--- config.mk ---
export PLATFORM = sky130hd
export DESIGN_NAME = zip_stored_member_walker_core
export DESIGN_NICKNAME = d
export VERILOG_FILES = /design/src/rtl/zsmw_pkg.sv /design/src/rtl/zsmw_walker.sv /design/src/rtl/zsmw_res_queue.sv /design/src/rtl/zip_stored_member_walker_core.sv
export SDC_FILE = /design/constraint.sdc
export NUM_CORES = 2
export LEC_CHECK = 0
export BUFFER_PORTS_ARGS = -buffer_cell sky130_fd_sc_hd__buf_2
export CAP_MARGIN = 20
export CORE_ASPECT_RATIO = 1.4
export CORE_UTILIZATION = 54
export DETAILED_ROUTE_END_ITERATION = 16
export PLACE_DENSITY = 0.7
export REMOVE_ABC_BUFFERS = 1
export SLEW_MARGIN = 40
export SYNTH_ARGS = -nofsm -noshare
export SYNTH_HDL_FRONTEND = slang
export SYNTH_SLANG_ARGS = --single-unit
--- constraint.sdc ---
create_clock -name clk -period 20.8 [get_ports clk]
set_clock_uncertainty 0.1 [all_clocks]
set_input_delay 3.12 -clock clk [delete_from_list [all_inputs] [get_ports clk]]
set_output_delay 3.12 -clock clk [all_outputs]
set_load 0.01 [all_outputs]
--- src/rtl/zsmw_pkg.sv ---
// Shared types and constants for the ZIP stored-member walker.
`default_nettype none
package zsmw_pkg;

	localparam logic [31:0] SIG_LOCAL   = 32'h0403_4b50;
	localparam logic [31:0] SIG_CENTRAL = 32'h0201_4b50;
	localparam logic [31:0] SIG_END     = 32'h0605_4b50;
	localparam logic [15:0] FLAG_MASK   = 16'h0009;
	localparam logic [31:0] CRC_POLY    = 32'hedb8_8320;
	localparam logic [31:0] CRC_INIT    = 32'hffff_ffff;
	localparam logic [15:0] MAX_NAME_LEN = 16'd64;

	localparam logic [4:0] HDR_SIG_LAST = 5'd3;
	localparam logic [4:0] HDR_PRE_LAST = 5'd28;
	localparam logic [4:0] HDR_LAST     = 5'd29;

	localparam logic [1:0] KIND_NAME   = 2'd0;
	localparam logic [1:0] KIND_MEMBER = 2'd1;
	localparam logic [1:0] KIND_DONE   = 2'd2;
	localparam logic [1:0] KIND_ERROR  = 2'd3;

	localparam logic [2:0] ERR_SIG      = 3'd0;
	localparam logic [2:0] ERR_FLAGS    = 3'd1;
	localparam logic [2:0] ERR_METHOD   = 3'd2;
	localparam logic [2:0] ERR_SIZE     = 3'd3;
	localparam logic [2:0] ERR_NAME_LEN = 3'd4;
	localparam logic [2:0] ERR_TRUNC    = 3'd5;
	localparam logic [2:0] ERR_OVERFLOW = 3'd6;

	localparam int QDEPTH = 8;
	localparam int QAW    = $clog2(QDEPTH);

	typedef struct packed {
		logic [1:0]  kind;
		logic [7:0]  name_char;
		logic [31:0] data_start;
		logic [31:0] member_size;
		logic [31:0] header_crc;
		logic        crc_match;
		logic [2:0]  error_code;
		logic        run_end;
	} res_t;

	// Up to two results per byte; push1 only with push0.
	typedef struct packed {
		logic push0;
		logic push1;
		res_t res0;
		res_t res1;
	} push_t;

endpackage
`default_nettype wire

--- src/rtl/zsmw_walker.sv ---
// Header walker: input register, field capture, checks, CRC-32 and result forming.
`default_nettype none
module zsmw_walker (
	input  wire logic            clk,
	input  wire logic            arst_n,
	input  wire logic            in_load,
	input  wire logic [7:0]      archive_byte,
	input  wire logic            final_byte,
	output zsmw_pkg::push_t      push
);
	import zsmw_pkg::*;

	typedef enum logic [2:0] {PH_HEADER, PH_NAME, PH_EXTRA, PH_DATA, PH_DONE} phase_t;

	function automatic logic [31:0] crc_byte(input logic [31:0] c, input logic [7:0] b);
		logic [31:0] r;
		r = c ^ {24'd0, b};
		for (int i = 0; i < 8; i++)
			r = (r >> 1) ^ (r[0] ? CRC_POLY : 32'd0);
		return r;
	endfunction

	logic        v_s1;
	logic [7:0]  byte_s1;
	logic        fin_s1;

	phase_t      phase_q, phase_n;
	logic [4:0]  cnt_q, cnt_n;
	logic [31:0] sig_q, sig_n;
	logic [15:0] flags_q, flags_n;
	logic [15:0] method_q, method_n;
	logic [31:0] hcrc_q, hcrc_n;
	logic [31:0] packed_q, packed_n;
	logic [31:0] plain_q, plain_n;
	logic [15:0] name_q, name_n;
	logic [15:0] extra_q, extra_n;
	logic [31:0] rem_q, rem_n;
	logic [32:0] pos_q, pos_n;
	logic [31:0] crc_q, crc_n;
	// position of data start minus extra length, plus size: taken one byte early
	logic [34:0] part_q, part_n;

	logic [32:0] pos_inc;
	logic [31:0] rem_dec;
	logic [31:0] crc_next;
	logic [31:0] crc_cur;
	logic [34:0] off_sum;
	logic        have_char, member, complete, err_v, restart;
	logic [2:0]  err_c;
	res_t        r_char, r_member, r_end;

	always_ff @(posedge clk or negedge arst_n) begin
		if (!arst_n) begin
			v_s1 <= 1'b0;
		end else begin
			v_s1 <= in_load;
		end
	end

	always_ff @(posedge clk) begin
		if (in_load) begin
			byte_s1 <= archive_byte;
			fin_s1  <= final_byte;
		end
	end

	always_comb begin
		phase_n  = phase_q;
		cnt_n    = cnt_q;
		sig_n    = sig_q;
		flags_n  = flags_q;
		method_n = method_q;
		hcrc_n   = hcrc_q;
		packed_n = packed_q;
		plain_n  = plain_q;
		name_n   = name_q;
		extra_n  = extra_q;
		rem_n    = rem_q;
		pos_n    = pos_q;
		crc_n    = crc_q;
		part_n   = part_q;

		have_char = 1'b0;
		member    = 1'b0;
		complete  = 1'b0;
		err_v     = 1'b0;
		err_c     = ERR_SIG;
		restart   = 1'b0;

		pos_inc  = pos_q + 33'd1;
		rem_dec  = rem_q - 32'd1;
		crc_next = crc_byte(crc_q, byte_s1);
		crc_cur  = (phase_q == PH_DATA) ? crc_next : crc_q;
		off_sum  = part_q + {19'd0, byte_s1, extra_q[7:0]};

		if (v_s1 && phase_q != PH_DONE) begin
			pos_n = pos_inc;
			unique case (phase_q)
				PH_HEADER: begin
					cnt_n = cnt_q + 5'd1;
					case (cnt_q)
						5'd0, 5'd1, 5'd2, 5'd3: sig_n = {byte_s1, sig_q[31:8]};
						5'd6:  flags_n[7:0]    = byte_s1;
						5'd7:  flags_n[15:8]   = byte_s1;
						5'd8:  method_n[7:0]   = byte_s1;
						5'd9:  method_n[15:8]  = byte_s1;
						5'd14: hcrc_n[7:0]     = byte_s1;
						5'd15: hcrc_n[15:8]    = byte_s1;
						5'd16: hcrc_n[23:16]   = byte_s1;
						5'd17: hcrc_n[31:24]   = byte_s1;
						5'd18: packed_n[7:0]   = byte_s1;
						5'd19: packed_n[15:8]  = byte_s1;
						5'd20: packed_n[23:16] = byte_s1;
						5'd21: packed_n[31:24] = byte_s1;
						5'd22: plain_n[7:0]    = byte_s1;
						5'd23: plain_n[15:8]   = byte_s1;
						5'd24: plain_n[23:16]  = byte_s1;
						5'd25: plain_n[31:24]  = byte_s1;
						5'd26: name_n[7:0]     = byte_s1;
						5'd27: name_n[15:8]    = byte_s1;
						5'd28: extra_n[7:0]    = byte_s1;
						5'd29: extra_n[15:8]   = byte_s1;
						default: ;
					endcase
					if (cnt_q == HDR_SIG_LAST) begin
						if (sig_n == SIG_CENTRAL || sig_n == SIG_END) begin
							complete = 1'b1;
						end else if (sig_n != SIG_LOCAL) begin
							err_v = 1'b1;
							err_c = ERR_SIG;
						end
					end
					if (cnt_q == HDR_PRE_LAST) begin
						// position after the last header byte, plus name length and size
						part_n = {2'd0, pos_inc + 33'd1} + {3'd0, packed_q} + {19'd0, name_q};
					end
					if (cnt_q == HDR_LAST) begin
						err_v = 1'b1;
						if ((flags_q & FLAG_MASK) != 16'd0) begin
							err_c = ERR_FLAGS;
						end else if (method_q != 16'd0) begin
							err_c = ERR_METHOD;
						end else if (packed_q != plain_q) begin
							err_c = ERR_SIZE;
						end else if (name_q == 16'd0 || name_q >= MAX_NAME_LEN) begin
							err_c = ERR_NAME_LEN;
						end else if (off_sum[34:32] != 3'd0) begin
							err_c = ERR_OVERFLOW;
						end else begin
							err_v   = 1'b0;
							phase_n = PH_NAME;
							rem_n   = {16'd0, name_q};
							crc_n   = CRC_INIT;
						end
					end
				end
				PH_NAME: begin
					have_char = 1'b1;
					rem_n     = rem_dec;
					if (rem_dec == 32'd0) begin
						if (extra_q != 16'd0) begin
							phase_n = PH_EXTRA;
							rem_n   = {16'd0, extra_q};
						end else if (packed_q != 32'd0) begin
							phase_n = PH_DATA;
							rem_n   = packed_q;
						end else begin
							member = 1'b1;
						end
					end
				end
				PH_EXTRA: begin
					rem_n = rem_dec;
					if (rem_dec == 32'd0) begin
						if (packed_q != 32'd0) begin
							phase_n = PH_DATA;
							rem_n   = packed_q;
						end else begin
							member = 1'b1;
						end
					end
				end
				PH_DATA: begin
					crc_n = crc_next;
					rem_n = rem_dec;
					if (rem_dec == 32'd0)
						member = 1'b1;
				end
				default: ;
			endcase

			if (member)
				restart = 1'b1;
			// an early end replaces a member-done result
			if (fin_s1 && !complete && !err_v) begin
				err_v  = 1'b1;
				err_c  = ERR_TRUNC;
				member = 1'b0;
			end
		end

		if (v_s1 && fin_s1)
			restart = 1'b1;

		if (restart) begin
			phase_n  = PH_HEADER;
			cnt_n    = 5'd0;
			sig_n    = 32'd0;
			flags_n  = 16'd0;
			method_n = 16'd0;
			hcrc_n   = 32'd0;
			packed_n = 32'd0;
			plain_n  = 32'd0;
			name_n   = 16'd0;
			extra_n  = 16'd0;
			rem_n    = 32'd0;
			crc_n    = CRC_INIT;
		end
		if (complete || err_v)
			phase_n = PH_DONE;
		if (v_s1 && fin_s1) begin
			phase_n = PH_HEADER;
			pos_n   = 33'd0;
		end
	end

	always_ff @(posedge clk or negedge arst_n) begin
		if (!arst_n) begin
			phase_q  <= PH_HEADER;
			cnt_q    <= 5'd0;
			sig_q    <= 32'd0;
			flags_q  <= 16'd0;
			method_q <= 16'd0;
			hcrc_q   <= 32'd0;
			packed_q <= 32'd0;
			plain_q  <= 32'd0;
			name_q   <= 16'd0;
			extra_q  <= 16'd0;
			rem_q    <= 32'd0;
			pos_q    <= 33'd0;
			crc_q    <= CRC_INIT;
			part_q   <= 35'd0;
		end else begin
			phase_q  <= phase_n;
			cnt_q    <= cnt_n;
			sig_q    <= sig_n;
			flags_q  <= flags_n;
			method_q <= method_n;
			hcrc_q   <= hcrc_n;
			packed_q <= packed_n;
			plain_q  <= plain_n;
			name_q   <= name_n;
			extra_q  <= extra_n;
			rem_q    <= rem_n;
			pos_q    <= pos_n;
			crc_q    <= crc_n;
			part_q   <= part_n;
		end
	end

	always_comb begin
		r_char           = '0;
		r_char.kind      = KIND_NAME;
		r_char.name_char = byte_s1;

		r_member             = '0;
		r_member.kind        = KIND_MEMBER;
		r_member.data_start  = pos_inc[31:0] - packed_q;
		r_member.member_size = packed_q;
		r_member.header_crc  = hcrc_q;
		r_member.crc_match   = ((~crc_cur) == hcrc_q);

		r_end = '0;
		if (complete) begin
			r_end.kind = KIND_DONE;
		end else begin
			r_end.kind       = KIND_ERROR;
			r_end.error_code = err_c;
		end

		push       = '0;
		push.push0 = have_char || member || complete || err_v;
		push.push1 = have_char && (member || complete || err_v);
		if (have_char)
			push.res0 = r_char;
		else if (member)
			push.res0 = r_member;
		else
			push.res0 = r_end;
		push.res1 = member ? r_member : r_end;
		push.res0.run_end = !push.push1;
		push.res1.run_end = 1'b1;
	end

endmodule
`default_nettype wire

--- src/rtl/zsmw_res_queue.sv ---
// Result queue: takes up to two results a cycle, hands out one per transfer.
`default_nettype none
module zsmw_res_queue (
	input  wire logic            clk,
	input  wire logic            arst_n,
	input  wire zsmw_pkg::push_t push,
	output zsmw_pkg::res_t       head,
	output logic                 out_valid,
	input  wire logic            out_ready,
	output logic                 room
);
	import zsmw_pkg::*;

	res_t           mem_q [QDEPTH];
	logic [QAW-1:0] wp_q, rp_q;
	logic [QAW:0]   cnt_q;
	logic [QAW-1:0] wp1;
	logic           pop;

	assign wp1       = wp_q + {{(QAW-1){1'b0}}, 1'b1};
	assign out_valid = (cnt_q != '0);
	assign pop       = out_valid && out_ready;
	assign head      = mem_q[rp_q];
	// the byte in the input register may still add two, the next byte two more
	assign room      = (cnt_q <= (QAW+1)'(QDEPTH - 4));

	always_ff @(posedge clk) begin
		if (push.push0)
			mem_q[wp_q] <= push.res0;
		if (push.push1)
			mem_q[wp1] <= push.res1;
	end

	always_ff @(posedge clk or negedge arst_n) begin
		if (!arst_n) begin
			wp_q  <= '0;
			rp_q  <= '0;
			cnt_q <= '0;
		end else begin
			wp_q  <= wp_q + {{(QAW-1){1'b0}}, push.push0} + {{(QAW-1){1'b0}}, push.push1};
			if (pop)
				rp_q <= rp_q + {{(QAW-1){1'b0}}, 1'b1};
			cnt_q <= cnt_q + {{QAW{1'b0}}, push.push0} + {{QAW{1'b0}}, push.push1}
				- {{QAW{1'b0}}, pop};
		end
	end

endmodule
`default_nettype wire

--- src/rtl/zip_stored_member_walker_core.sv ---
// Top level of the ZIP stored-member walker.
// A byte's results pass the input register and are then written to the result queue;
// a second result of the same byte is handed out by the queue after the first.
// Throughput: one byte per cycle; the eight-entry result queue takes a byte
// while it holds four or fewer results.
// Reset clears the walk state and the queue; a final byte re-arms the walker.
`default_nettype none
module zip_stored_member_walker_core (
	input  wire logic        clk,
	input  wire logic        arst_n,
	input  wire logic        in_valid,
	output logic             in_ready,
	input  wire logic [7:0]  archive_byte,
	input  wire logic        final_byte,
	output logic             out_valid,
	input  wire logic        out_ready,
	output logic [1:0]       kind,
	output logic [7:0]       name_char,
	output logic [31:0]      data_start,
	output logic [31:0]      member_size,
	output logic [31:0]      header_crc,
	output logic             crc_match,
	output logic [2:0]       error_code,
	output logic             run_end
);
	import zsmw_pkg::*;

	push_t push;
	res_t  head;
	logic  room;
	logic  in_load;

	assign in_ready = room;
	assign in_load  = in_valid && room;

	zsmw_walker u_walker (
		.clk          (clk),
		.arst_n       (arst_n),
		.in_load      (in_load),
		.archive_byte (archive_byte),
		.final_byte   (final_byte),
		.push         (push)
	);

	zsmw_res_queue u_queue (
		.clk       (clk),
		.arst_n    (arst_n),
		.push      (push),
		.head      (head),
		.out_valid (out_valid),
		.out_ready (out_ready),
		.room      (room)
	);

	assign kind        = head.kind;
	assign name_char   = head.name_char;
	assign data_start  = head.data_start;
	assign member_size = head.member_size;
	assign header_crc  = head.header_crc;
	assign crc_match   = head.crc_match;
	assign error_code  = head.error_code;
	assign run_end     = head.run_end;

endmodule
`default_nettype wire

# [Word level (Yosys, flattened, before mapping)]
# Memories as Yosys holds them, arrays and structs flattened.
# Cells that the tools add are included.
# Widths: inputs -> output; s select.
[totals] regBits=340 ramBits=888 input_bits=13 out_inout_bits=113 elab_cells=330 mem_count=1
[memory_table] name="u_queue.mem_q" depth=8 width=111 rd=1 rd_clocked_by_memory_dff=0 write_ports=2 line_no="zsmw_res_queue.sv:14" source="res_t mem_q [QDEPTH];"
[op_classes] addsub=15 n_lt_le_gt_ge=2 eq_ne=45 n_mux=146 bitwise=10 n_reduce_logical=79
[ops] op="$mux 32" count=44
[ops] op="$xor 31x32->32" count=8
[ops] op="$mux 111" count=2
[ops] op="$mux 16" count=9
[ops] op="$mux 8" count=18
[ops] op="$pmux 32 s4" count=1
[ops] op="$mux 3" count=24
[ops] op="$add 35x16->35" count=2
[ops] op="$eq 5x5->1 const B" count=14
[ops] op="$add 33x1->33 const B" count=2
[ops] op="$mux 33" count=2
[ops] op="$pmux 32 s2" count=1
[ops] op="$reduce_and 3->1" count=20
[ops] op="$reduce_bool 16->1" count=3
[ops] op="$reduce_bool 2->1" count=22
[ops] op="$mux 1" count=36
[ops] op="$add 33x32->34" count=1
[ops] op="$eq 32x26->1 const B" count=1
[ops] op="$eq 32x27->1 const B" count=1
[ops] op="$eq 32x32->1" count=1
[ops] op="$logic_not 32->1" count=1
[ops] op="$ne 32x27->1 const B" count=1
[ops] op="$ne 32x32->1" count=1
[ops] op="$not 32->32" count=1
[ops] op="40 further kinds" count=81

# [Depth between registers and ports, before layout]
[logic_depth] depth_word=22 depth_mapped=27 depth_no_buf=25

# [By module]
# Synthesis repeated with hierarchy kept, for this count alone.
[unflattened] cells_unflattened=5085 hier_area_um2=67984.0
[by_module_without_submodules] mod="zsmw_res_queue" n_inst=1 cells_each=2342 area_each_um2=44436.4
[by_module_without_submodules] mod="zsmw_walker" n_inst=1 cells_each=2742 area_each_um2=23541.3
[by_module_without_submodules] mod="zip_stored_member_walker_core" n_inst=1 cells_each=1 area_each_um2=6.3

# [Least setup slack after synthesis]
# No wires, ideal clock.
[synth_path] path_kind="register to register" startpoint="reg u_walker.rem_q[0]" endpoint="mem u_queue.mem_q[1][100] (netlist name), enable pin" setup_time_ps=704 t_arrival_ps=9910 setup_slack_ps=10086 stages_incl_launch_ff=14 cell_sequence="dfrtp_1 > inv_1 > ha_1 > nor3b_2 > nand4b_2 > or2_0 > clkbuf_1 > a2111oi_0 > and4_1 > o2111ai_1 > nor2_2 > nor2_2 > clkbuf_1 > o21ai_0"
[synth_lines] item="start, declared" line_no="zsmw_walker.sv:37" source="logic [31:0] rem_q, rem_n;"
[synth_lines] item="start signal, assigned" line_no="zsmw_walker.sv:254" source="rem_q <= rem_n;"
[synth_lines] item="end, declared" line_no="zsmw_res_queue.sv:14"

# [Final worst setup path]
[layout_path] startpoint="reg u_queue.rp_q[0]" endpoint="out header_crc[16]"
[layout_between] elab_chain_len=1
[layout_rtl] item="start, declared" line_no="zsmw_res_queue.sv:15" source="logic [QAW-1:0] wp_q, rp_q;"
[layout_rtl] item="start signal, assigned" line_no="zsmw_res_queue.sv:42" source="rp_q <= rp_q + {{(QAW-1){1'b0}}, 1'b1};"
[layout_rtl] item="$mem_v2 8x111"
[layout_rtl] item="end, declared" line_no="zip_stored_member_walker_core.sv:21" source="output logic [31:0] header_crc,"
# No other way between the ends.

==> metrics.md <==
| Metric | Value |
|---|---|
| Status | finished clean |
| Iteration-0 DRC Markers | between 4000 and 5000 |
| Startpoint types | register |
| Hold crit path type | reg -> reg |
| RSZ-0062 raised after global routing | false |
| Initial core utilization | 0.544 |
| TritonCTS Buffers | ~110 |
| Arr. time, crit path | 4.08 ns |
| Area contributors post-synth | edfxtp_1 40%, dfrtp_1 12%, mux4_2 8.1%, nor2_1 5.8%, nand2_1 3.1% |
| NumNets Final | between 5000 and 6000 |
| Post-synthesis instance total | 5309 |
| Clk sinks | around 1200 |
| Share of cells above drive strength 1 | 0.166 |
| Avg WL per Cell | 25.1 microns |
| PortBufs | 125 |
| Pin count of the biggest net entering global routing | 103 |
| Net Sw Power | 3.39 mW |
| Share of the synthesized area in the top cell type | 0.403 |
| Critical Path End Type | output port |
| Pre-antenna DRT Iters | 6 |
| Antenna violations before repair | 2 |
| Tightest Pin Transition | 0.893 ns |
| Register share of total power | 0.374 |
| Hpwl dp | between 100000 and 150000 microns |
| Worst r2r src | u_walker.pos_q[0] |
| Number of flops mapped to enable cells by yosys | about 830 |
| Cell area after layout | 67600 sq um |
| Worst-Skew Late Latency | around 0.73 ns |
| PwrDens | between 100 and 150 nW/um^2 |
| Core area | 113000 sq um |
| Synth unique cells | approximately 120 |
| Die area | around 120000 sq um |
| Final core occ | 0.598 |
| Post-cts sizing count | 0 |
| Post-CTS Hold Buffers | 0 |
| Non-filler cells, final | ~7000 |
| Int Pwr | roughly 5.6 mW |
| Clock share of power | 0.244 |
| Clock Pin Slew Worst Setup and Hold Paths | about 0.06 ns |
| Sequential fraction of the synthesis area | 0.561 |
| Lkg Pwr | around 24 nW |
| Crit path from | u_queue.rp_q[0] |
| Placed instance count | 6667 |
| Via count | roughly 43000 |
| Worst-case clock buffer depth | 3 |
| Hold Path Origin | u_queue.mem_q[2][106] |
| Post-synth top flop | edfxtp_1 |
| Post-synth top cells | 948 x nor2_1, 825 x edfxtp_1, 513 x nand2_1, 338 x o21ai_0, 297 x dfrtp_1 |
| VDD IR max | slightly above 0.08 mV |
| Fill count | approximately 9000 |
| Ys async rst share | 0.268 |
| H-tree level count | 3 |
| Most frequent cell after synthesis | nor2_1 |
| Vias in the first global route | 43193 |
| Post-synth design cell area | between 60000 and 70000 sq um |
| Area grow syn2layout | 10.0% |
| First-pass GRT wire length | around 260000 microns |
| Switching share of power | 0.376 |
| Vias per inst | around 6.3 |
| CTS tree | built |
| Synth area leader | edfxtp_1 |
| Root buffer cell | clkbuf_16 |
| DIE WIDTH | between 200 and 300 microns |
| Final min period | roughly 7.3 ns |
| Synth warn | 0 |
| Max-slew headroom | 0.399 |
| Flops & latches, synth | 1226 |
| Gr usage total | 0.302 |
| Crit path kind | reg -> out |
| Placer Congestion | approximately 0.98 |
| Max-cap violations | 0 |
| Final hold violations | 0 |
| Cell Area, Placed | 63600 sq um |
| Routed WL | 173000 microns |
| Final setup viols | 0 |
| Global route total overflow | 0 |
| Required time of the critical path | around 18 ns |
| Crit-path max FO | between 40 and 50 |
| Die Y | between 400 and 500 microns |
| Max Freq | 137 MHz |
| I/O pin count | about 130 |
| # DRC | 0 |
| Final setup TNS | 0 ns |
| Slew Limit Fails | 0 |
| Gate power share | 0.382 |
| Final ANT Viol Nets | 0 |
| Crit share post-route | 0.351 |
| Total Power | approximately 9 mW |
| Setup Fix Bufs, Post-CTS | 0 |
| Mapped Avg Cell Area | between 10 and 15 sq um |
| # rows | 146 |
## flip-flops by register name, summed over array words and instances (netlist names)
signal	cells
u_walker.rem_q	32
u_walker.crc_q	32
u_walker.method_q	16
u_queue.cnt_q	4
u_walker.part_q	35
u_walker.pos_q	33
u_queue.wp_q	3
u_walker.fin_s1	1
u_walker.phase_q	3
u_walker.v_s1	1
u_walker.name_q	16
u_walker.flags_q	2
u_walker.extra_q	16
u_walker.plain_q	32
u_queue.mem_q	888
u_walker.hcrc_q	32
u_walker.cnt_q	5
u_walker.packed_q	32
u_queue.rp_q	3
u_walker.sig_q	32
u_walker.byte_s1	8
## power groups by stage
stage	clock network, mW	registers [mW]	logic (mW)
after floorplan	0	3.39	2.51
after global placement	0	3.39	3.35
after detailed placement	0	3.40	3.41
after CTS	2.21	3.36	3.44
after global routing	2.30	3.39	3.72
final	2.19	3.37	3.44
## final timing paths
check | end | cells past startpoint | slack (ns)
setup / recovery | header_crc[16] | 5 | 13.50
min in group asynchronous | u_walker.sig_q[14] | 1 | 2.31
max in group asynchronous | u_walker.pos_q[11] | 3 | 16.85
hold reg to reg | u_queue.mem_q[2][106] | 2 | 0.38
hold / removal | u_queue.mem_q[2][106] | 2 | 0.38
setup reg to reg | u_walker.part_q[32] | 20 | 14.10
## layer usage
layer	wire, microns	global-route usage
met1	68300	0.402
met2	84000	0.493
met3	13700	0.0478
met4	6950	0.124
met5	0	0
## stage by stage
step	setup WS (ns)	hold WS, ns
2_1_floorplan	8.15	0.332
3_3_place_gp	13.70	0.352
3_5_place_dp	14.17	0.360
4_1_cts	13.39	0.373
5_1_grt	13.25	0.394
6_report	13.50	0.375
## layout make-up
cell class	instances	area (sq um)	share of cell area
inverter	122	468	0.00692
clock inverter	77	847	0.0125
timing repair buffer	212	1470	0.0218
tap	1480	1850	0.0274
antenna	1	2.50	0.0000370
clock buffer	141	3090	0.0457
sequential	1226	34500	0.510
multi-input combinational	3629	25400	0.376
## worst max-delay path, cell delays in order (launching register included)
cell     delay [ns]
dfrtp_4        0.91
buf_6          0.57
buf_6          0.60
mux4_2         0.58
mux2_2         0.32
buf_2          0.15
## placed cells by master (no fill, tap or decap), drive strengths merged, types with 48 or more instances in the layout
cell / count
inv: 130
nor2: 951
mux4: 222
mux2: 114
clkbuf: 141
dfrtp: 297
a22o: 69
nor3: 104
buf: 212
a31oi: 48
nand3: 67
and2: 58
nand4: 58
dfxtp: 72
nor4: 57
ha: 110
xnor2: 210
nand2: 514
a21oi: 140
xor2: 86
o21ai: 366
edfxtp: 825
## kinds of logic (layout without fill, tap and decap cells)
kind of cell,count (synthesis),count (layout),share of synthesized area
mux,366,366,0.107
other cells,0,1,0
flops,1226,1226,0.561
simple gates,1969,1969,0.142
buf+inv,454,552,0.0315
compound gates,882,882,0.0913
xor+xnor,296,296,0.0425
fa+ha+maj,116,116,0.0243
No activity file was read; power rests on OpenSTA's default activity.
